### src/get_pkg.sv
`timescale 1ns / 1ps
// ----------------------------------------------------------------------------
// get_pkg: shared types and constants of the graph edge table
// Field widths, action and status codes, controller commands and status,
// and the edge matching functions.
// ----------------------------------------------------------------------------
package get_pkg;

  // sizes of the stores
  localparam int unsigned MAX_EDGES_DEF    = 1024;
  localparam int unsigned MAX_VERTICES_DEF = 256;

  // field widths
  localparam int unsigned ACTION_W    = 3;
  localparam int unsigned VERTEX_W    = 8;
  localparam int unsigned WEIGHT_W    = 64;
  localparam int unsigned CURSOR_W    = 11;
  localparam int unsigned INDEX_W     = 10;
  localparam int unsigned STATUS_W    = 2;
  localparam int unsigned VCOUNT_W    = 9;
  localparam int unsigned CFG_INDEX_W = 8;
  localparam int unsigned CFG_DATA_W  = 16;

  // register reset values
  localparam logic [VCOUNT_W-1:0] VCOUNT_RST = 9'd256;

  // configuration register indexes
  localparam logic [CFG_INDEX_W-1:0] CFG_IS_DIRECTED  = 8'd0;
  localparam logic [CFG_INDEX_W-1:0] CFG_VERTEX_COUNT = 8'd1;

  typedef enum logic [ACTION_W-1:0] {
    ACT_ADD     = 3'd0,
    ACT_GET     = 3'd1,
    ACT_REMOVE  = 3'd2,
    ACT_REVERSE = 3'd3,
    ACT_NEXT    = 3'd4
  } action_e;

  typedef enum logic [STATUS_W-1:0] {
    ST_OK   = 2'd0,
    ST_MISS = 2'd1,
    ST_FULL = 2'd2
  } status_e;

  // edge store write kinds
  typedef enum logic [2:0] {
    WR_NONE,
    WR_UPDATE,
    WR_APPEND,
    WR_MOVE,
    WR_SWAP
  } wr_op_e;

  // result kinds
  typedef enum logic [2:0] {
    RES_MISS,
    RES_FULL,
    RES_OK,
    RES_GET,
    RES_NEXT
  } res_e;

  typedef enum logic [2:0] {
    S_IDLE,
    S_DECIDE,
    S_SCAN,
    S_REM_RD,
    S_REM_WR,
    S_REV,
    S_FINISH
  } state_e;

  typedef struct packed {
    logic [ACTION_W-1:0] action;
    logic [VERTEX_W-1:0] start_vertex;
    logic [VERTEX_W-1:0] end_vertex;
    logic [WEIGHT_W-1:0] weight;
    logic [CURSOR_W-1:0] cursor;
  } item_t;

  typedef struct packed {
    logic [STATUS_W-1:0] status;
    logic [WEIGHT_W-1:0] found_weight;
    logic [VERTEX_W-1:0] other_vertex;
    logic [INDEX_W-1:0]  edge_index;
  } result_t;

  typedef struct packed {
    logic [VERTEX_W-1:0] src;
    logic [VERTEX_W-1:0] dst;
    logic [WEIGHT_W-1:0] weight;
  } entry_t;

  // controller to datapath
  typedef struct packed {
    logic   capture;
    logic   ptr_load;
    logic   ptr_from_cur;
    logic   scan_step;
    logic   rd_last;
    logic   hold_hit;
    wr_op_e wr_op;
    logic   cnt_inc;
    logic   cnt_dec;
    logic   res_set;
    res_e   res_kind;
    logic   out_load;
  } cmd_t;

  // datapath to controller
  typedef struct packed {
    logic vok_pair;
    logic vok_start;
    logic directed;
    logic cur_past;
    logic chk_vld;
    logic ptr_end;
    logic full;
    logic find_hit;
    logic next_hit;
  } sts_t;

  // lookup match: loops match loops only, undirected takes either order
  function automatic logic find_match(input logic [VERTEX_W-1:0] a,
                                      input logic [VERTEX_W-1:0] b,
                                      input logic [VERTEX_W-1:0] s,
                                      input logic [VERTEX_W-1:0] e,
                                      input logic                directed);
    logic hit;
    if (s == e) begin
      hit = (a == s) && (b == s);
    end else if (directed) begin
      hit = (a == s) && (b == e);
    end else begin
      hit = ((a == s) && (b == e)) || ((a == e) && (b == s));
    end
    return hit;
  endfunction

  // next edge match: leaves the vertex, or touches it when undirected
  function automatic logic next_match(input logic [VERTEX_W-1:0] a,
                                      input logic [VERTEX_W-1:0] b,
                                      input logic [VERTEX_W-1:0] s,
                                      input logic                directed);
    return (a == s) || (!directed && (b == s));
  endfunction

endpackage

### src/get_ctrl.sv
`timescale 1ns / 1ps
// ----------------------------------------------------------------------------
// get_ctrl: controller of the graph edge table
// Sequences each action over the datapath: decode, memory scan, remove
// move, reverse sweep and hand-off of the result to the output register.
// ----------------------------------------------------------------------------
module get_ctrl import get_pkg::*; (
  input  logic                clk_i,
  input  logic                rst_ni,
  input  logic                in_valid_i,
  output logic                in_ready_o,
  input  logic [ACTION_W-1:0] in_action_i,
  output logic                out_valid_o,
  input  logic                out_ready_i,
  input  sts_t                sts_i,
  output cmd_t                cmd_o
);

  state_e  state_q, state_d;
  action_e act_q;
  logic    out_valid_q, out_valid_d;
  logic    hit;

  // state and output valid registers
  always_ff @(posedge clk_i or negedge rst_ni) begin
    if (!rst_ni) begin
      state_q     <= S_IDLE;
      act_q       <= ACT_ADD;
      out_valid_q <= 1'b0;
    end else begin
      state_q     <= state_d;
      out_valid_q <= out_valid_d;
      if (cmd_o.capture) begin
        act_q <= action_e'(in_action_i);
      end
    end
  end

  // hit of the word under check, by action
  assign hit = (act_q == ACT_NEXT) ? sts_i.next_hit : sts_i.find_hit;

  // next state and commands
  always_comb begin
    state_d    = state_q;
    cmd_o      = '0;
    cmd_o.wr_op    = WR_NONE;
    cmd_o.res_kind = RES_MISS;
    in_ready_o = (state_q == S_IDLE);

    case (state_q)
      S_IDLE: begin
        if (in_valid_i) begin
          cmd_o.capture = 1'b1;
          state_d       = S_DECIDE;
        end
      end

      S_DECIDE: begin
        state_d = S_FINISH;
        cmd_o.res_set = 1'b1;
        case (act_q)
          ACT_ADD, ACT_GET, ACT_REMOVE: begin
            if (sts_i.vok_pair) begin
              cmd_o.res_set  = 1'b0;
              cmd_o.ptr_load = 1'b1;
              state_d        = S_SCAN;
            end
          end
          ACT_NEXT: begin
            if (sts_i.vok_start && !sts_i.cur_past) begin
              cmd_o.res_set      = 1'b0;
              cmd_o.ptr_load     = 1'b1;
              cmd_o.ptr_from_cur = 1'b1;
              state_d            = S_SCAN;
            end
          end
          ACT_REVERSE: begin
            if (sts_i.directed) begin
              cmd_o.res_set  = 1'b0;
              cmd_o.ptr_load = 1'b1;
              state_d        = S_REV;
            end else begin
              cmd_o.res_kind = RES_OK;
            end
          end
          default: ;
        endcase
      end

      // one read issued per cycle, the previous word checked
      S_SCAN: begin
        cmd_o.scan_step = !sts_i.ptr_end;
        if (hit) begin
          cmd_o.scan_step = 1'b0;
          state_d         = S_FINISH;
          case (act_q)
            ACT_ADD: begin
              cmd_o.wr_op    = WR_UPDATE;
              cmd_o.res_set  = 1'b1;
              cmd_o.res_kind = RES_OK;
            end
            ACT_GET: begin
              cmd_o.res_set  = 1'b1;
              cmd_o.res_kind = RES_GET;
            end
            ACT_REMOVE: begin
              cmd_o.hold_hit = 1'b1;
              state_d        = S_REM_RD;
            end
            default: begin
              cmd_o.res_set  = 1'b1;
              cmd_o.res_kind = RES_NEXT;
            end
          endcase
        end else if (!sts_i.chk_vld && sts_i.ptr_end) begin
          state_d       = S_FINISH;
          cmd_o.res_set = 1'b1;
          if (act_q == ACT_ADD) begin
            if (sts_i.full) begin
              cmd_o.res_kind = RES_FULL;
            end else begin
              cmd_o.wr_op    = WR_APPEND;
              cmd_o.cnt_inc  = 1'b1;
              cmd_o.res_kind = RES_OK;
            end
          end
        end
      end

      // fetch the last entry to fill the hole
      S_REM_RD: begin
        cmd_o.rd_last = 1'b1;
        state_d       = S_REM_WR;
      end

      S_REM_WR: begin
        cmd_o.wr_op    = WR_MOVE;
        cmd_o.cnt_dec  = 1'b1;
        cmd_o.res_set  = 1'b1;
        cmd_o.res_kind = RES_OK;
        state_d        = S_FINISH;
      end

      // read ahead, write back the swapped word behind
      S_REV: begin
        cmd_o.scan_step = !sts_i.ptr_end;
        if (sts_i.chk_vld) begin
          cmd_o.wr_op = WR_SWAP;
        end else if (sts_i.ptr_end) begin
          cmd_o.res_set  = 1'b1;
          cmd_o.res_kind = RES_OK;
          state_d        = S_FINISH;
        end
      end

      S_FINISH: begin
        if (!out_valid_q || out_ready_i) begin
          cmd_o.out_load = 1'b1;
          state_d        = S_IDLE;
        end
      end

      default: begin
        state_d = S_IDLE;
      end
    endcase
  end

  // output word valid
  always_comb begin
    out_valid_d = out_valid_q;
    if (cmd_o.out_load) begin
      out_valid_d = 1'b1;
    end else if (out_ready_i) begin
      out_valid_d = 1'b0;
    end
  end

  assign out_valid_o = out_valid_q;

endmodule
### config.mk
export PLATFORM = sky130hd
export DESIGN_NAME = get_ctrl
export DESIGN_NICKNAME = d
export VERILOG_FILES = /design/src/get_pkg.sv /design/src/get_ctrl.sv
export SDC_FILE = /design/constraint.sdc
export NUM_CORES = 1
export LEC_CHECK = 0
export ABC_AREA = 1
export BUFFER_PORTS_ARGS = -buffer_cell sky130_fd_sc_hd__buf_4
export CORE_UTILIZATION = 36
export DETAILED_ROUTE_END_ITERATION = 7
export PLACE_DENSITY = 0.62
export REMOVE_ABC_BUFFERS = 1
export SYNTH_ARGS = -nofsm -noshare
export SYNTH_HDL_FRONTEND = slang
export SYNTH_SLANG_ARGS = --single-unit
### constraint.sdc
create_clock -name clk_i -period 3.31 [get_ports clk_i]
set_clock_uncertainty 0.05 [all_clocks]
set_input_delay 0.1655 -clock clk_i [delete_from_list [all_inputs] [get_ports clk_i]]
set_output_delay 0.1655 -clock clk_i [all_outputs]
set_load 0.1 [all_outputs]
==> results of run 1 <==
-- cells by family after synthesis --
kind of cell	Yosys count	synth area share
buf+inv	20	0.122
simple gates	70	0.493
compound gates	13	0.114
flops	7	0.271
-- flip-flops by register name (all words and copies together) (netlist names) --
name         cells
out_valid_o      1
act_q            3
state_q          3
-- worst min-delay path: cells and delay by family --
family / cells / cell delay [ns]
simple gates: 2 / 0.09
buf+inv: 1 / 0.08
-- repair_timing --
action | in CTS | in global routing
hold buffers | 1 | 0
hold endpoints to repair | 7 | 0
endpoints found under the setup margin | 0 | 0
-- worst max path at each step --
| stage | startpoint | end | cells after the start |
|---|---|---|---|
| after global placement | act_q[0] | cmd_o[3] | 6 |
| after CTS | act_q[1] | cmd_o[3] | 6 |
| after floorplan | act_q[0] | cmd_o[3] | 5 |
| final | act_q[0] | cmd_o[3] | 6 |
| after global routing | act_q[1] | cmd_o[3] | 6 |
| after detailed placement | act_q[1] | cmd_o[3] | 6 |
-- layout make-up --
class	count	share of cell area
Multi-Input combinational cell	83	0.412
Timing Repair Buffer	34	0.270
Sequential cell	7	0.184
Inverter	19	0.0748
Tap cell	24	0.0315
Clock buffer	4	0.0276
-- synthesized netlist by cell type --
master    number  area, um2
a211oi_1       1       7.51
a21oi_1        3       15.0
a31o_2         1       8.76
and3_1         1       6.26
buf_4          1       7.51
dfrtp_1        7        175
inv_1         18       67.6
inv_2          1       3.75
nand2_1       27        101
nand3_1       14       70.1
nand3b_1       2       15.0
nand4_1        5       31.3
nor2_1        15       56.3
nor2_2         1       6.26
nor3_1         2       10.0
nor3_2         1       10.0
o21ai_0        7       35.0
o21bai_1       1       7.51
or2_1          1       6.26
or2_2          1       6.26
-- metal layers --
metal	wire length, um	global-route usage
met4	8	0.0727
met2	811	0.332
met3	102	0.0122
met1	851	0.290
met5	0	0
-- through the flow --
step | worst slack, ns | std cells | area, um2 | util | hold slack (ns)
finish | 1.29 | 171 | 953 | 0.598 | 0.0743
global route | 1.14 | 171 | 953 | 0.598 | 0.0817
floorplan | 0.0187 | 109 | 639 | - | -0.180
global placement | 1.57 | 166 | 917 | 0.575 | -0.0677
CTS | 1.29 | 171 | 953 | 0.598 | 0.0732
detailed placement | 1.57 | 166 | 917 | 0.575 | -0.0667
==> metrics.txt, run 1 <==
MaxCap Viol Count 0; H-tree Lvls 1; DRC viols 0; vias in the first global route 699; hpwl dp 1480 um; Register Area 175 um2; r2r worst-path depth 6; syn avg cell area 5.88 um2; sequential share of the synthesized area 0.271; Netlist cell types 20; CTS Root Cell clkbuf_4; WP data required 3.09 ns; worst-path cell chain nor2_2 > nand3_1 > nand2_1 > inv_1 > a211oi_1 > buf_4; Fmax 495 MHz; fin nets 164; FP Rows 14; gr usage total 0.205; Pre-Repair DR Iteration Count 4; routability cong. 0.850; startpoint types flip-flop; Least-Margin Pin Slew 0.283 ns; initial drt markers 19; Setup crit end kind output port; CP bufs+invs 2; TritonCTS clock tree yes; Clk pin slew, worst setup/hold paths 0.05 ns; WHS Path Cells 3; Setup TNS Final 0 ns; post-DR wirelength/cell 10.4 um; worst r2r dst state_q[2]; synthesized flop and latch total 7; Core ar. 0.00159 mm2; worst skew pair latency 0.24 ns; total gr overflow 0; Starting Density 0.406; Setup Crit Path Kind reg2out; Synth Warn # 0; # IOs 34; unrepaired setup endpoints after global routing false; Die X 44.4 um; final hold vios 0; global-route wire length before repair 3030 um; Worst Hold Launch in_action_i[1]; Ant. Diodes 0; reg2reg setup slack 1.87 ns; I/O Buffers 33; worst path arrival time 1.81 ns; fin crit share 0.611; most common cell after layout, fill and taps aside buf_4; multi-input logic area 393 um2; most frequent cells in the layout 33 x buf_4, 27 x nand2_1, 18 x inv_1; relative max-transition margin 0.811; Hold Path End act_q[1]; clk sinks 7; Post-CTS Resized 0; antenna violations before repair 0; Vias 817; Crit Path Max Fanout 5; Worst R2R Start state_q[2]; Syn Inst Count 110; Tmin final 2.02 ns; Top Family by Delay on Critical Path buffers and inverters; fillcell total 172; status completed; Pins Over Slew Limit 0; Final ANT Viol Nets 0; crit-path max cell delay 0.42 ns; largest net degree at the start of global routing 8; Max clock buf depth 2; cell area after synthesis 647 um2; Critical-path top delay cell dfrtp_1; CTS buffer count 3; area grow syn2layout 47.4%; Min-Delay Path Class in2reg; postcts setup bufs 0; post-DR vias/cell 4.78; Setup violations, final 0; DIE HEIGHT 44.4 um; Die ar. 0.00197 mm2; final wirelength 1770 um; share of cells above drive strength 1 0.279
Power of run 1 is not shown: default switching activity piles up to over one toggle a cycle in this logic, so the estimate is an artifact.
==> run 2, diff against run 1 <==
--- a/config.mk
+++ b/config.mk
@@ -9,7 +9,7 @@
 export BUFFER_PORTS_ARGS = -buffer_cell sky130_fd_sc_hd__buf_4
 export CORE_UTILIZATION = 36
 export DETAILED_ROUTE_END_ITERATION = 7
-export PLACE_DENSITY = 0.62
+export PLACE_DENSITY = 0.65
 export REMOVE_ABC_BUFFERS = 1
 export SYNTH_ARGS = -nofsm -noshare
 export SYNTH_HDL_FRONTEND = slang
==> constraint.sdc (replaced) <==
create_clock -name clk_i -period 1.7 [get_ports clk_i]
set_clock_uncertainty 0.05 [all_clocks]
set_input_delay 0.085 -clock clk_i [delete_from_list [all_inputs] [get_ports clk_i]]
set_output_delay 0.085 -clock clk_i [all_outputs]
set_load 0.1 [all_outputs]
==> run 2 against run 1 <==
Effect of this change:
- the run now ends with negative setup slack left
- global-route usage is 1.5 points higher
- first-iteration DRC count up 11%
- register-to-register slack worse by 1.6 ns
- via count up 13%
- worst hold slack got worse by 0.0066 ns
- cell count increased by 8.2%
- sequential cell count stayed put
- core utilization grew 20 points
- cell area is 34% higher
- worst setup slack worse by 1.4 ns
- critical path type unchanged
- highest routed layer unchanged
==> metrics.txt, run 2 (same netlist as run 1, synthesis figures left out) <==
status finished with violations; failing checks negative setup slack; Tmin final 1.78 ns; routability cong. 0.838; share of cells above drive strength 1 0.472; Die ar. 0.00197 mm2; Min-Delay Path Class in2reg; Pre-Repair DR Iteration Count 4; hpwl dp 1460 um; Fmax 561 MHz; global-route wire length before repair 3220 um; fin crit share 1.05; worst skew pair latency 0.25 ns; Worst Hold Launch out_ready_i; FP Rows 14; most common cell after layout, fill and taps aside buf_4; vias in the first global route 850; TritonCTS clock tree yes; fin nets 178; total gr overflow 0; Crit Path Max Fanout 5; # IOs 34; Least-Margin Pin Slew 0.293 ns; relative max-transition margin 0.805; Worst R2R Start act_q[0]; fillcell total 113; Final WS setup -0.0839 ns; final hold vios 0; Vias 923; post-place setup slack 0.0794 ns; multi-input logic area 470 um2; WP data required 1.56 ns; hold_ws 0.0678 ns; Die X 44.4 um; clk sinks 7; startpoint types flip-flop; area grow syn2layout 97.9%; Starting Density 0.406; antenna violations before repair 0; Setup Crit Path Kind reg2out; DIE HEIGHT 44.4 um; I/O Buffers 33; Final ANT Viol Nets 0; post-DR vias/cell 4.99; Core ar. 0.00159 mm2; Setup violations, final 4; CTS buffer count 3; Pins Over Slew Limit 0; final wirelength 2200 um; DRC viols 0; crit path launch act_q[0]; MaxCap Viol Count 0; CTS Root Cell clkbuf_4; Ant. Diodes 0; most frequent cells in the layout 32 x buf_4, 23 x nand2_1, 13 x inv_1; initial drt markers 21; Setup TNS Final -0.229 ns; unrepaired setup endpoints after global routing true; largest net degree at the start of global routing 8; Register Area 180 um2; gr usage total 0.220; post-DR wirelength/cell 11.9 um; worst path arrival time 1.65 ns; H-tree Lvls 1; Setup crit end kind output port; Max clock buf depth 2; Clk pin slew, worst setup/hold paths 0.05 ns
==> run 2: per-stage QoR <==
step	std cells	cell area (um2)	utilization
floorplan	109	639	-
global placement	169	940	0.589
detailed placement	169	940	0.589
CTS	179	1110	0.694
global route	185	1280	0.803
finish	185	1280	0.803
==> run 2: final timing paths <==
kind / depth (start not counted) / slack (ns) / to
max in group asynchronous: 2 / 1.34 / act_q[2]
setup reg to reg: 7 / 0.27 / state_q[0]
min in group asynchronous: 2 / 0.13 / out_valid_o
setup / recovery: 8 / -0.08 / cmd_o[8]
hold reg to reg: 2 / 0.49 / out_valid_o
hold / removal: 4 / 0.07 / out_valid_o
==> run 2: final cells by class <==
type	count	share of cell area
clock buffer	4	0.0205
inverter	19	0.0596
multi-input combinational	83	0.368
sequential	7	0.141
tap	24	0.0235
timing repair buffer	48	0.388
==> run 2: repair_timing <==
action	4_1_cts	5_1_grt
pin swaps	3	9
endpoints found under the setup margin	11	11
hold endpoints to repair	10	0
hold buffers	4	0
gates resized for setup	25	34
buffers inserted	2	6
==> run 2: layer usage <==
metal  vias to the layer above  part of all wire  GRT usage
li1                        464                 -          -
met1                       416              0.39      0.246
met2                        39              0.54      0.400
met3                         4             0.056     0.0286
met4                         0             0.012      0.121
met5                         -                 0          0
==> run 2: critical path, stage by stage (launching register included) <==
cell	delay (ns)
dfrtp_2	0.44
nor2_4	0.16
nand2_2	0.06
nand2_2	0.10
nand2_4	0.07
inv_4	0.08
nand4_1	0.14
nand2_1	0.16
buf_12	0.18
Power of run 2 is left out for the same reason.
==> run 3, diff against run 2 <==
--- a/config.mk
+++ b/config.mk
@@ -5,11 +5,10 @@
 export SDC_FILE = /design/constraint.sdc
 export NUM_CORES = 1
 export LEC_CHECK = 0
-export ABC_AREA = 1
 export BUFFER_PORTS_ARGS = -buffer_cell sky130_fd_sc_hd__buf_4
 export CORE_UTILIZATION = 36
 export DETAILED_ROUTE_END_ITERATION = 7
-export PLACE_DENSITY = 0.65
+export PLACE_DENSITY = 0.63
 export REMOVE_ABC_BUFFERS = 1
 export SYNTH_ARGS = -nofsm -noshare
 export SYNTH_HDL_FRONTEND = slang
==> run 3 against run 2 <==
Effect of this change:
- the flow finishes with violations (negative hold slack, negative setup slack)
- die area rose by 11%
- fmax fell by 14%
- register-to-register slack worse by 0.41 ns
- critical endpoint is now cmd_o[4]
- cell area is 28% higher
- largest cell class unchanged
- routed wire length up 67%
- worst hold slack worse by 0.075 ns
- area after synthesis grew 11%
==> metrics.txt, run 3 <==
DRC viols 0; combinational family with the most area after synthesis simple AND/OR/NAND/NOR gates; final wirelength 3680 um; Clk pin slew, worst setup/hold paths 0.06 ns; crit-path max cell delay 0.45 ns; most frequent cells in the layout 38 x buf_4, 14 x buf_12, 12 x buf_6; DIE HEIGHT 46.7 um; hold_ws -0.00679 ns; Core ar. 0.00180 mm2; post-synthesis xor/xnor area fraction 0; final hold vios 2; Setup crit end kind output port; Worst Hold Launch in_action_i[2]; Final ANT Viol Nets 0; MaxCap Viol Count 0; H-tree Lvls 1; Worst R2R Start act_q[0]; Vias 1028; fillcell total 75; GRT busiest layer met2; worst path arrival time 1.93 ns; antenna violations before repair 0; post-synthesis simple-gate area fraction 0.387; share of cells above drive strength 1 0.704; Synth Area in Compound Gates 0.222; Final WS setup -0.367 ns; Setup violations, final 16; cell area after synthesis 721 um2; Syn Inst Count 91; Setup TNS Final -2.92 ns; top-count cell post-synth nand2_1; WP depth 5; top cell type's share of synthesized area 0.243; WHS Path Cells 2; r2r worst-path depth 6; worst-path cell chain nor3b_4 > mux2i_2 > a211oi_1 > a211o_1 > buf_12; Pins Over Slew Limit 0; hpwl dp 1720 um; EDFF count, synth 0; Tmin final 2.07 ns; Critical-path top delay cell dfrtp_2; # IOs 34; most common cell after layout, fill and taps aside buf_4; Die X 46.7 um; gr usage total 0.278; Netlist cell types 36; Commonest cells post-synth 11 x nand2_1, 7 x dfrtp_1, 7 x nor2_1, 7 x o21ai_0; Starting Density 0.400; asr flop ratio synth 1.00; CP bufs+invs 1; Min-Delay Path Class in2reg; crit path launch act_q[0]; Top Family by Delay on Critical Path flip-flops; status finished with violations; largest net degree at the start of global routing 15; area grow syn2layout 128%; multi-input logic area 667 um2; Fmax 484 MHz; met3 GRT Util 0.0808; Max clock buf depth 2; Register Area 179 um2; FP Rows 15; Synth Warn # 0; area leader, netlist dfrtp_1; sequential share of the synthesized area 0.243; Crit Path Max Fanout 4; I/O Buffers 33; CTS Root Cell clkbuf_4; post-DR vias/cell 5.81; routability cong. 0.876; mux cell area share after synthesis 0.0503; unrepaired setup endpoints after global routing true; ys flop type dfrtp_1; total gr overflow 0; TritonCTS clock tree yes; GR Util met1 0.320; global-route wire length before repair 4280 um; worst skew pair latency 0.28 ns; Placed Cells 155; post-DR wirelength/cell 20.8 um; reg2reg setup slack -0.14 ns; fin nets 169; Post-Synth Adder-Cell Area 0; failing checks negative hold slack, negative setup slack; non-filler cells, final 177; startpoint types flip-flop; Setup Crit Path Kind reg2out; CTS buffer count 3; WP data required 1.56 ns; relative max-transition margin 0.712; fin crit share 1.22; M2 GR Usage 0.506; syn avg cell area 7.92 um2; largest cells by area after synthesis dfrtp_1 24%, nand2_1 5.7%, o21ai_0 4.9%, nand2b_1 4.3%, nor2_1 3.6%; Least-Margin Pin Slew 0.429 ns; synthesized flop and latch total 7; vias in the first global route 936; Die ar. 0.00218 mm2; clk sinks 7; Pre-Repair DR Iteration Count 4; initial drt markers 36; Ant. Diodes 0
[run 3: changes by cell type after synthesis, sizes merged, moves of 2 or more]
cell     change
nor3         +2
nand2b       +5
nand4        -5
nand2       -16
buf          +5
nor2b        +3
mux2         +2
nand4bb      +2
a211oi       +2
inv         -16
nand3       -11
nor2         -9
clkbuf       +3
[run 3: final timing paths]
path	to
max	cmd_o[4]
min	act_q[2]
max reg2reg	state_q[2]
min reg2reg	out_valid_o
max in group asynchronous	act_q[0]
min in group asynchronous	state_q[0]
[run 3: logic make-up (layout without fill, tap and decap cells)]
kind of cell,Yosys count,count (layout)
simple gates,46,46
compound gates,23,23
buf+inv,12,73
flops,7,7
mux,3,3
[run 3: layer usage]
metal,part of all wire,up-vias
li1,-,449
met1,0.39,497
met2,0.49,64
met3,0.071,18
met4,0.040,0
met5,0,-
[run 3: layout make-up]
| class | count | share of cell area |
|---|---|---|
| inverter | 3 | 0.00687 |
| multi-input combinational | 72 | 0.407 |
| sequential | 7 | 0.109 |
| clock buffer | 4 | 0.0160 |
| tap | 25 | 0.0191 |
| timing repair buffer | 66 | 0.442 |
[run 3: what timing repair did]
action | CTS | global route
endpoints found under the hold margin | 7 | 0
pin swaps | 11 | 12
gates cloned | 1 | 0
resized for setup | 53 | 47
endpoints found under the setup margin | 15 | 17
hold buffers | 1 | 0
buffers inserted | 6 | 10
[run 3: stage by stage]
stage,instance area [um2],utilization,setup WS [ns]
final,1640,0.910,-0.367
after global routing,1640,0.910,-0.415
after CTS,1360,0.755,-0.242
after detailed placement,1070,0.592,-0.0669
after global placement,1070,0.592,-0.0361
after floorplan,662,-,-2.57
Power of run 3 is left out for the same reason.
